## src/hw/rtl/qse_pkg.sv

```systemverilog
// Shared types and sizes of the quicksort engine.
// No dependencies; used by qse_cmp, quicksort_engine_top and qse_checker.
package qse_pkg;

    localparam int DATA_W      = 32;
    localparam int DEPTH       = 64;
    localparam int IDX_W       = $clog2(DEPTH);
    localparam int CNT_W       = $clog2(DEPTH + 1);
    localparam int STACK_SLOTS = 7;
    localparam int SP_W        = $clog2(STACK_SLOTS + 1);
    localparam int SLOT_W      = $clog2(STACK_SLOTS);

    // Result of the shared signed compare
    typedef struct packed {
        logic lt;
        logic gt;
    } cmp_res_t;

    // Sequencer states, one-hot
    typedef enum logic [14:0] {
        S_LOAD   = 15'b000000000000001,
        S_INIT   = 15'b000000000000010,
        S_PIV_RD = 15'b000000000000100,
        S_PIV    = 15'b000000000001000,
        S_I_RD   = 15'b000000000010000,
        S_I_CMP  = 15'b000000000100000,
        S_J_RD   = 15'b000000001000000,
        S_J_CMP  = 15'b000000010000000,
        S_CHECK  = 15'b000000100000000,
        S_SWAP_J = 15'b000001000000000,
        S_FIN    = 15'b000010000000000,
        S_POP    = 15'b000100000000000,
        S_E_RD   = 15'b001000000000000,
        S_E_LOAD = 15'b010000000000000,
        S_E_WAIT = 15'b100000000000000
    } state_t;

endpackage

```

## src/hw/rtl/qse_cmp.sv

```systemverilog
// Shared signed comparator of the quicksort engine.
// Depends on qse_pkg for the data width and the result struct.
module qse_cmp
    import qse_pkg::*;
(
    input  logic signed [DATA_W-1:0] a,
    input  logic signed [DATA_W-1:0] b,
    output cmp_res_t                 res
);

    logic [DATA_W:0] diff;
    logic            eq;

    // One subtract gives less-than; equal plus less-than gives greater-than
    assign diff   = {a[DATA_W-1], a} - {b[DATA_W-1], b};
    assign eq     = (a == b);
    assign res.lt = diff[DATA_W];
    assign res.gt = !diff[DATA_W] && !eq;

endmodule

```

## src/hw/rtl/quicksort_engine_top.sv

```systemverilog
// Quicksort engine top level: element store, range stack and sequencer.
// Depends on qse_pkg and qse_cmp.
//
// Usage:
//   Input channel (item_valid/item_ready) takes one signed 32-bit word per
//   cycle into the element store. The word flagged last_element closes the
//   set and starts the sort. Words beyond 64 are dropped and overflow is
//   raised on every result of that set.
//   Output channel (result_valid/result_ready) delivers the set ascending,
//   one word per handshake, last_out on the final word.
//   Sorting: the sort is bound by the element store, which has a single
//   write and a single registered read port: each partition scans one
//   element per cycle, each swap writes both words (S_CHECK, S_SWAP_J)
//   and restarts both scans through S_I_RD and S_J_RD, and each range
//   passes S_PIV_RD, S_PIV and S_FIN, and S_POP when popped from the stack.
//   Each result passes S_E_RD, S_E_LOAD and S_E_WAIT, where it waits for
//   any receiver stall.
//   item_ready is low from the last word until the last result is taken.
//   A stalled receiver holds the result word steady; the sequencer waits.
//   Reset empties the store (count zero, no overflow) and needs no sweep.
module quicksort_engine_top
    import qse_pkg::*;
(
    input  logic                     clk,
    input  logic                     rst_n,
    input  logic                     item_valid,
    output logic                     item_ready,
    input  logic signed [DATA_W-1:0] value,
    input  logic                     last_element,
    output logic                     result_valid,
    input  logic                     result_ready,
    output logic signed [DATA_W-1:0] sorted_value,
    output logic                     last_out,
    output logic                     overflow
);

    state_t state_reg, state_next;

    logic [CNT_W-1:0] count_reg, count_next;
    logic             ovf_reg, ovf_next;
    logic [SP_W-1:0]  sp_reg, sp_next;
    logic [IDX_W-1:0] lo_reg, lo_next;
    logic [IDX_W-1:0] hi_reg, hi_next;
    logic [IDX_W-1:0] i_reg, i_next;
    logic [CNT_W-1:0] j_reg, j_next;
    logic [IDX_W-1:0] k_reg, k_next;
    logic             out_valid_reg, out_valid_next;
    logic             last_out_reg, last_out_next;

    logic signed [DATA_W-1:0] pivot_reg, pivot_next;
    logic signed [DATA_W-1:0] vi_reg, vi_next;
    logic signed [DATA_W-1:0] vj_reg, vj_next;
    logic signed [DATA_W-1:0] out_value_reg, out_value_next;

    // Element store, single write and single registered read port
    logic signed [DATA_W-1:0] mem [DEPTH];
    logic signed [DATA_W-1:0] rd_data_reg;
    logic                     mem_we;
    logic [IDX_W-1:0]         mem_waddr;
    logic signed [DATA_W-1:0] mem_wdata;
    logic [IDX_W-1:0]         mem_raddr;

    // Range stack
    logic [IDX_W-1:0]  stack_lo_reg [STACK_SLOTS];
    logic [IDX_W-1:0]  stack_hi_reg [STACK_SLOTS];
    logic              stack_we;
    logic [IDX_W-1:0]  stack_wlo;
    logic [IDX_W-1:0]  stack_whi;
    logic [SLOT_W-1:0] push_slot;
    logic [SLOT_W-1:0] top_slot;
    logic [SP_W-1:0]   sp_m1;

    cmp_res_t         cmp;
    logic             in_fire;
    logic             out_fire;
    logic [CNT_W-1:0] count_m1;
    logic [CNT_W-1:0] k_p1;
    logic [IDX_W-1:0] p;
    logic [CNT_W-1:0] p_p1;
    logic [CNT_W-1:0] lo_p1;
    logic [IDX_W-1:0] left_len;
    logic [IDX_W-1:0] right_len;
    logic [CNT_W-1:0] j_m1;

    qse_cmp u_cmp (
        .a   (rd_data_reg),
        .b   (pivot_reg),
        .res (cmp)
    );

    assign in_fire   = item_valid && item_ready;
    assign out_fire  = out_valid_reg && result_ready;
    assign count_m1  = count_reg - CNT_W'(1);
    assign k_p1      = {1'b0, k_reg} + CNT_W'(1);
    assign p         = j_reg[IDX_W-1:0];
    assign p_p1      = {1'b0, p} + CNT_W'(1);
    assign lo_p1     = {1'b0, lo_reg} + CNT_W'(1);
    assign left_len  = p - lo_reg;
    assign right_len = hi_reg - p;
    assign j_m1      = j_reg - CNT_W'(1);
    assign sp_m1     = sp_reg - SP_W'(1);
    assign push_slot = sp_reg[SLOT_W-1:0];
    assign top_slot  = sp_m1[SLOT_W-1:0];

    assign item_ready   = (state_reg == S_LOAD);
    assign result_valid = out_valid_reg;
    assign sorted_value = out_value_reg;
    assign last_out     = last_out_reg;
    assign overflow     = ovf_reg;

    // Sequencer
    always_comb
    begin
        state_next     = state_reg;
        count_next     = count_reg;
        ovf_next       = ovf_reg;
        sp_next        = sp_reg;
        lo_next        = lo_reg;
        hi_next        = hi_reg;
        i_next         = i_reg;
        j_next         = j_reg;
        k_next         = k_reg;
        out_valid_next = out_valid_reg;
        last_out_next  = last_out_reg;
        pivot_next     = pivot_reg;
        vi_next        = vi_reg;
        vj_next        = vj_reg;
        out_value_next = out_value_reg;
        mem_we         = 1'b0;
        mem_waddr      = '0;
        mem_wdata      = '0;
        mem_raddr      = '0;
        stack_we       = 1'b0;
        stack_wlo      = '0;
        stack_whi      = '0;

        case (state_reg)
            S_LOAD:
            begin
                // Store the word, or drop it when the store is full
                if (in_fire)
                begin
                    if (count_reg < CNT_W'(DEPTH))
                    begin
                        mem_we     = 1'b1;
                        mem_waddr  = count_reg[IDX_W-1:0];
                        mem_wdata  = value;
                        count_next = count_reg + CNT_W'(1);
                    end
                    else
                    begin
                        ovf_next = 1'b1;
                    end
                    if (last_element)
                    begin
                        state_next = S_INIT;
                    end
                end
            end

            S_INIT:
            begin
                k_next = '0;
                if (count_reg < CNT_W'(2))
                begin
                    state_next = S_E_RD;
                end
                else
                begin
                    lo_next    = '0;
                    hi_next    = count_m1[IDX_W-1:0];
                    state_next = S_PIV_RD;
                end
            end

            S_PIV_RD:
            begin
                mem_raddr  = lo_reg;
                state_next = S_PIV;
            end

            S_PIV:
            begin
                // Latch pivot, start both scans
                pivot_next = rd_data_reg;
                i_next     = lo_reg;
                j_next     = {1'b0, hi_reg} + CNT_W'(1);
                state_next = S_I_RD;
            end

            S_I_RD:
            begin
                i_next     = i_reg + IDX_W'(1);
                mem_raddr  = i_reg + IDX_W'(1);
                state_next = S_I_CMP;
            end

            S_I_CMP:
            begin
                // Advance left scan while element is below pivot
                vi_next = rd_data_reg;
                if (!cmp.lt || (i_reg == hi_reg))
                begin
                    state_next = S_J_RD;
                end
                else
                begin
                    i_next    = i_reg + IDX_W'(1);
                    mem_raddr = i_reg + IDX_W'(1);
                end
            end

            S_J_RD:
            begin
                j_next     = j_m1;
                mem_raddr  = j_m1[IDX_W-1:0];
                state_next = S_J_CMP;
            end

            S_J_CMP:
            begin
                // Advance right scan while element is above pivot
                vj_next = rd_data_reg;
                if (!cmp.gt || (j_reg == {1'b0, lo_reg}))
                begin
                    state_next = S_CHECK;
                end
                else
                begin
                    j_next    = j_m1;
                    mem_raddr = j_m1[IDX_W-1:0];
                end
            end

            S_CHECK:
            begin
                mem_we = 1'b1;
                if ({1'b0, i_reg} >= j_reg)
                begin
                    // Scans crossed: move element at j to the range start
                    mem_waddr  = lo_reg;
                    mem_wdata  = vj_reg;
                    state_next = S_FIN;
                end
                else
                begin
                    mem_waddr  = i_reg;
                    mem_wdata  = vj_reg;
                    state_next = S_SWAP_J;
                end
            end

            S_SWAP_J:
            begin
                mem_we     = 1'b1;
                mem_waddr  = p;
                mem_wdata  = vi_reg;
                state_next = S_I_RD;
            end

            S_FIN:
            begin
                // Drop pivot into place, push larger side if room, keep smaller
                mem_we    = 1'b1;
                mem_waddr = p;
                mem_wdata = pivot_reg;
                if (left_len < right_len)
                begin
                    if ((p_p1 < {1'b0, hi_reg}) && (sp_reg < SP_W'(STACK_SLOTS)))
                    begin
                        stack_we  = 1'b1;
                        stack_wlo = p + IDX_W'(1);
                        stack_whi = hi_reg;
                        sp_next   = sp_reg + SP_W'(1);
                    end
                    hi_next = p - IDX_W'(1);
                    if ((p != lo_reg) && (lo_p1 < {1'b0, p}))
                    begin
                        state_next = S_PIV_RD;
                    end
                    else
                    begin
                        state_next = S_POP;
                    end
                end
                else
                begin
                    if ((lo_p1 < {1'b0, p}) && (sp_reg < SP_W'(STACK_SLOTS)))
                    begin
                        stack_we  = 1'b1;
                        stack_wlo = lo_reg;
                        stack_whi = p - IDX_W'(1);
                        sp_next   = sp_reg + SP_W'(1);
                    end
                    lo_next = p + IDX_W'(1);
                    if (p_p1 < {1'b0, hi_reg})
                    begin
                        state_next = S_PIV_RD;
                    end
                    else
                    begin
                        state_next = S_POP;
                    end
                end
            end

            S_POP:
            begin
                if (sp_reg == '0)
                begin
                    k_next     = '0;
                    state_next = S_E_RD;
                end
                else
                begin
                    sp_next    = sp_m1;
                    lo_next    = stack_lo_reg[top_slot];
                    hi_next    = stack_hi_reg[top_slot];
                    state_next = S_PIV_RD;
                end
            end

            S_E_RD:
            begin
                mem_raddr  = k_reg;
                state_next = S_E_LOAD;
            end

            S_E_LOAD:
            begin
                out_value_next = rd_data_reg;
                last_out_next  = (k_p1 == count_reg);
                out_valid_next = 1'b1;
                state_next     = S_E_WAIT;
            end

            S_E_WAIT:
            begin
                // Hold the word until the receiver takes it
                if (out_fire)
                begin
                    out_valid_next = 1'b0;
                    if (last_out_reg)
                    begin
                        count_next = '0;
                        ovf_next   = 1'b0;
                        sp_next    = '0;
                        state_next = S_LOAD;
                    end
                    else
                    begin
                        k_next     = k_reg + IDX_W'(1);
                        state_next = S_E_RD;
                    end
                end
            end

            default:
            begin
                state_next = S_LOAD;
            end
        endcase
    end

    // Control registers
    always_ff @(posedge clk or negedge rst_n)
    begin
        if (!rst_n)
        begin
            state_reg     <= S_LOAD;
            count_reg     <= '0;
            ovf_reg       <= 1'b0;
            sp_reg        <= '0;
            out_valid_reg <= 1'b0;
        end
        else
        begin
            state_reg     <= state_next;
            count_reg     <= count_next;
            ovf_reg       <= ovf_next;
            sp_reg        <= sp_next;
            out_valid_reg <= out_valid_next;
        end
    end

    // Datapath registers
    always_ff @(posedge clk)
    begin
        lo_reg        <= lo_next;
        hi_reg        <= hi_next;
        i_reg         <= i_next;
        j_reg         <= j_next;
        k_reg         <= k_next;
        last_out_reg  <= last_out_next;
        pivot_reg     <= pivot_next;
        vi_reg        <= vi_next;
        vj_reg        <= vj_next;
        out_value_reg <= out_value_next;
    end

    // Element store
    always_ff @(posedge clk)
    begin
        if (mem_we)
        begin
            mem[mem_waddr] <= mem_wdata;
        end
        rd_data_reg <= mem[mem_raddr];
    end

    // Range stack
    always_ff @(posedge clk)
    begin
        if (stack_we)
        begin
            stack_lo_reg[push_slot] <= stack_wlo;
            stack_hi_reg[push_slot] <= stack_whi;
        end
    end

endmodule

```

## config.mk

```make
export PLATFORM = sky130hd
export DESIGN_NAME = quicksort_engine_top
export DESIGN_NICKNAME = d
export VERILOG_FILES = /design/src/hw/rtl/qse_pkg.sv /design/src/hw/rtl/qse_cmp.sv /design/src/hw/rtl/quicksort_engine_top.sv
export SDC_FILE = /design/constraint.sdc
export NUM_CORES = 2
export LEC_CHECK = 0
export BUFFER_PORTS_ARGS = -buffer_cell sky130_fd_sc_hd__buf_2
export CORE_ASPECT_RATIO = 1.5
export CORE_UTILIZATION = 50
export CTS_CLUSTER_SIZE = 10
export DETAILED_ROUTE_END_ITERATION = 10
export GPL_TIMING_DRIVEN = 0
export PLACE_DENSITY = 0.65
export SYNTH_ARGS = -nofsm -noshare
export SYNTH_HDL_FRONTEND = slang
export SYNTH_SLANG_ARGS = --single-unit
```

## constraint.sdc

```tcl
create_clock -name clk -period 12.4 [get_ports clk]
set_input_delay 0.62 -clock clk [delete_from_list [all_inputs] [get_ports clk]]
set_output_delay 0.62 -clock clk [all_outputs]
set_load 0.01 [all_outputs]
```

* Yosys cells after proc, flatten, opt, wreduce, memory -nomap -nowiden
Memories as Yosys holds them, arrays and structs flattened. A register that Yosys moved wholly into a read port is not among the register bits.
Cells that the tools add are included.
** Storage, ports and cells
- Register bits :: 187
- Bits in writable memories :: 2132
- Bits of input ports :: 37
- Output and inout port bits :: 36
- Logic and storage cells :: 188
- Memories kept :: 3
** Operators by class
- Add/sub/neg operators :: 16
- Order comparisons :: 7
- Equality and inequality tests :: 38
- Muxes and demuxes :: 77
- Reductions and logical operators :: 32
** Memory list
- mem :: depth 64, bits a word 32, read ports 1, clocked after Yosys merged registers in 1, write ports 1, RTL line quicksort_engine_top.sv:56 : logic signed [DATA_W-1:0] mem [DEPTH];
- stack_hi_reg :: depth 7, bits a word 6, read ports 1, clocked after Yosys merged registers in 0, write ports 1, RTL line quicksort_engine_top.sv:65 : logic [IDX_W-1:0] stack_hi_reg [STACK_SLOTS];
- stack_lo_reg :: depth 7, bits a word 6, read ports 1, clocked after Yosys merged registers in 0, write ports 1, RTL line quicksort_engine_top.sv:64 : logic [IDX_W-1:0] stack_lo_reg [STACK_SLOTS];
** Operators with widths (number)
- $pmux 15 s14 :: 1
- $mux 6 :: 23
- $pmux 32 s4 :: 1
- $mux 15 :: 6
- $pmux 6 s3 :: 5
- $mux 32 :: 2
- $mux 13 :: 3
- $pmux 6 s6 :: 1
- $mux 7 :: 5
- $sub 32x32->33 :: 1
- $eq 32x32->1 :: 1
- $add 6x1->7 const B :: 4
- $ne 2x2->1 const B :: 13
- $mux 12 :: 2
- $pmux 7 s3 :: 1
- $add 6x1->6 const B :: 3
- $mux 3 :: 6
- $eq 15x1->1 const B :: 1
- $eq 15x10->1 const B :: 1
- $eq 15x11->1 const B :: 1
- $eq 15x12->1 const B :: 1
- $eq 15x13->1 const B :: 1
- $eq 15x14->1 const B :: 1
- $eq 15x15->1 const B :: 1
- 43 further kinds :: 85

* Longest topological paths before layout
- Word-level depth :: 8
- Gate-level depth with buffers :: 19
- Gate-level depth less buffers :: 17

* Hierarchy
A second synthesis with hierarchy kept.
** Unflattened totals
- Cells, all modules :: 6444
- Area total of the unflattened synthesis :: 93454.6 um^2
** Modules (own cells, without submodules)
- quicksort_engine_top :: times used 1, cells each 6323, area each 92597.6 um^2, seq. area each 70143.5 um^2
- qse_cmp :: times used 1, cells each 121, area each 857.1 um^2, seq. area each 0.0 um^2

* Worst setup path before layout
Ideal clock, no wire load.
- Path kind :: register -> register
- Start point :: reg state_reg[9]
- End point :: reg state_reg[0]
- Setup time :: 0.081 ns
- Arrival :: 5.674 ns
- Data required time :: 12.319 ns
- Path slack :: 6.646 ns
- Cell stages (with the launch flop) :: 9
- Buffers on the path :: 0
- Clock period less this slack :: 5.754 ns
- Path through :: dfrtp_1 -> nor4_1 -> nand4_1 -> nor4b_1 -> or3_1 -> nor3_1 -> a41o_1 -> a21oi_1 -> a21oi_1
** On the way
- Cells in the longest elaborated chain, start to end :: 4
- Elaborated cells between the ends (all ways) :: 24
- Classes of those cells :: 20 x eq/ne; 1 x mux; 3 x reduce/logical
** RTL lines
- start, declared :: RTL line quicksort_engine_top.sv:37 : state_t state_reg, state_next;
- start signal, assigned :: RTL line quicksort_engine_top.sv:378 : state_reg <= state_next;
- $eq 15x1->1 :: RTL line quicksort_engine_top.sv:105, quicksort_engine_top.sv:137
- $logic_and 1x1->1 :: RTL line quicksort_engine_top.sv:91 : assign in_fire = item_valid && item_ready;
- $ne 2x1->1 (no source line)
- $reduce_and 5->1 (no source line)
Parallel ways exist; a longest one is shown, timed or not.
A chain may end at the register's enable or synchronous reset.

* Final worst setup path
- Start point :: reg j_reg[0]
- End point :: reg rd_data_reg[19] (read register of mem)
** On the way
- Cells in the longest elaborated chain, start to end :: 4
- Elaborated cells between the ends (all ways) :: 5
- Classes of those cells :: 1 x add/sub; 1 x eq/ne; 2 x mux; 1 x reduce/logical
** RTL lines
- start, declared :: RTL line quicksort_engine_top.sv:45 : logic [CNT_W-1:0] j_reg, j_next;
- start signal, assigned :: RTL line quicksort_engine_top.sv:392 : j_reg <= j_next;
- branches (longest 3 deep; another with $sub 7x1->7)
- $pmux 6 s6 (*) :: RTL line quicksort_engine_top.sv:137 : case (state_reg)
- end, declared :: RTL line quicksort_engine_top.sv:57 : logic signed [DATA_W-1:0] rd_data_reg;
Mark *: on every way between the ends.

==> results.ini <==
[drt]
routed_via_density=6.25
route.vias.total=61200
drtIter0Drc=7652
antenna_left=0
drc_errors=0
post_drt_wl_per_cell_um=32.4
routed_wl_um=317000
drtPass1Iterations=7

[sta]
hold_violations=0
setup_violations=0
clock_skew_ns=0.0547
fin_tns_setup_ns=0
rsz0062_at_grt=no
relSlewSlack=-0.0882
fin_crit_sh=0.675
fmax_mhz=120
fin_crit_ns=8.37
slew_violations=50
worst_slew_pin_slew_ns=1.63

[pwr]
vdd_drop_max_mv=0.100
sw_frac_of_total=0.281
cellLeakagePower_nw=39.4
power.share.clock=0.358
sequentialPowerShare=0.486
combinationalPowerShare=0.156
power_switching_mw=5.54
power_density_mw_per_mm2=181
p_int_mw=14.2
p_total_mw=19.8

[yosys]
yosysUniqueCellTypes=84
syn_nets=6916
post-synth-top-count-cell=edfxtp_1
ys_ff_latch=2351
yosys.area_share.simple=0.123
yosysWarnings=0
synth_area_leaders=edfxtp_1, nand2_1, mux2i_1
syn_area_mm2=0.0951
synthAdderAreaFrac=0.0104
synth_compound_area_frac=0.0437
synth_top_family_by_area=simple AND/OR/NAND/NOR gates
synthFlopType=edfxtp_1
synth_top_area_frac=0.723
synth_edf_count=2292
synth_cells=6801
synthXorXnorAreaFrac=0.00497
async_reset_ff_frac=0.0115
muxShareOfSynthArea=0.0608
yosys.area.top_type=edfxtp_1
yosysSeqAreaShare=0.737
syn_avg_cell_area_um2=14.0
synth_common_cells=edfxtp_1, nand2_1, nand3_1

[setup_path]
cp_top_family=buffers and inverters
critical-path-max-stage-delay_ns=1.09
required_ns=13.00
cp.depth=15
path_buf_inv=5
crit_fanout=10
arrival_ns=8.97
cpMostUsedCell=clkbuf_1
path_cells=clkbuf_1, inv_1, ha_1, nand4_1, o221a_2, a2bb2oi_1, a221oi_2, clkbuf_1, clkbuf_1, clkbuf_1, nand3_1, nand3_1, nand3_1, nand4_1, o21ai_0
critPathKind=reg2reg
worst_path_max_delay_cell=clkbuf_1
critPathCaptureType=register
critPathLaunchType=register
ff2ff_path_depth=15

[global_routing]
grt_first_pass_wirelength_um=440000
grt.total_usage=0.329
grt_pass1_vias=60100
grt_max_degree=65
antenna_found_initial=18
grt_overflow=0

[final_layout]
multi_input_area_mm2=0.0238
largest_register_ffs=2048
areaGrowthSynthToFinish_pct=14.5
layout.area.seq_mm2=0.0701
fillers=14500
final_nets=7380
layout-drive-gt1-share=0.103

[place]
dp_hpwl_um=222000
gp_congestion=0.992
io_buffer_count=72

[clock_tree]
numCtsBuffers=278
htree_levels=5
cts_tree=yes
path_clk_slew_ns=0.06
cts-root-buf=clkbuf_16
cts_resized=0
cts_buffer_depth=4
clock_sinks=2351
clk_latency_ns=0.85

[floorplan]
start_util=0.504
core_mm2=0.189
die_area_mm2=0.192
fp-row-count=195
die_x_um=358
io_pins=73
fp.dieH_um=536

[status]
status=complete, but fails checks
violations=capacitance limit, slew limit

[job]
cap_viol_max_count=5

[worst_hold_path]
hold_path_depth=3
min_path_type=in2reg

==> worst register-to-register path, delay by kind of cell (launching register included) <==
family,cells,cell delay (ns)
flops,1,0.55
buf+inv,5,4.03
simple gates,5,1.46
compound gates,4,1.74
fa+ha+maj,1,0.39
==> placed cells by master, fill, tap and decap left out, types with 26 or more instances in the layout <==
cell type     n
nand2_1    1413
o21ai_0     123
mux2i_1     469
and3_1       38
buf_16       33
dfrtp_1      26
nand3_1     860
buf_1        60
o221ai_1     31
mux4_2       44
o22ai_1      32
clkbuf_16   283
buf_2       160
inv_1        71
a31oi_1      48
dfxtp_1      32
xnor2_1      32
edfxtp_1   2292
clkbuf_1    295
nor2_4       64
ha_1         76
a222oi_1     40
nor2_1       99
buf_12       60
a21oi_1     196
==> what timing repair did <==
action	4_1_cts	5_1_grt
endpoints found under the hold margin	26	0
setup endpoints to repair	0	0
setup buffers	0	0
hold buffers	1	0
==> worst paths after layout <==
path | to | from | slack (ns)
worst max register to register | rd_data_reg[19] | j_reg[0] | 4.03
worst min register to register | vi_reg[28] | rd_data_reg[28] | 0.52
worst max-delay path | rd_data_reg[19] | j_reg[0] | 4.03
max in group asynchronous | count_reg[1] | rst_n | 11.57
min in group asynchronous | result_valid | rst_n | 0.38
worst min-delay path | result_valid | result_ready | 0.13
==> cells by family after synthesis <==
logic type,count (synthesis)
buf+inv,485
mux,522
fa+ha+maj,78
flops,2351
compound gates,645
xor+xnor,54
simple gates,2666
==> power groups by stage <==
stage               Sequential, mW  Combinational [mW]  Clock [mW]
floorplan                     9.71                1.39           0
global placement              9.86                2.71           0
detailed placement            9.75                2.99           0
CTS                           9.59                3.00        7.08
global route                  9.62                3.17        7.37
finish                        9.60                3.09        7.06
==> area by class of cell <==
cell class,instances,area share
Tap cell,2462,0.0283
Buffer,410,0.0152
Antenna cell,6,0.000138
Sequential cell,2351,0.644
Clock buffer,314,0.0661
Multi-Input combinational cell,3965,0.218
Inverter,75,0.00260
Timing Repair Buffer,184,0.0241
Clock inverter,19,0.00167
==> metal layers <==
layer / up-vias / track usage / part of all wire
met5: - / 0 / 0.00014
met4: 6 / 0.280 / 0.10
met3: 974 / 0.0554 / 0.085
met2: 3538 / 0.540 / 0.48
met1: 30400 / 0.372 / 0.33
li1: 26200 / - / -
==> through the flow <==
step / cells / instance area, µm² / worst slack, ns / utilization / hold slack, ns
2_1_floorplan: 6801 / 95100 / 6.65 / - / 0.324
3_3_place_gp: 9335 / 98600 / 3.64 / 0.523 / 0.499
3_5_place_dp: 9445 / 102000 / 4.37 / 0.538 / 0.515
4_1_cts: 9779 / 109000 / 4.35 / 0.578 / 0.102
5_1_grt: 9781 / 109000 / 4.23 / 0.578 / 0.137
6_report: 9786 / 109000 / 4.03 / 0.578 / 0.134
Power figures use the tool's default switching activity.
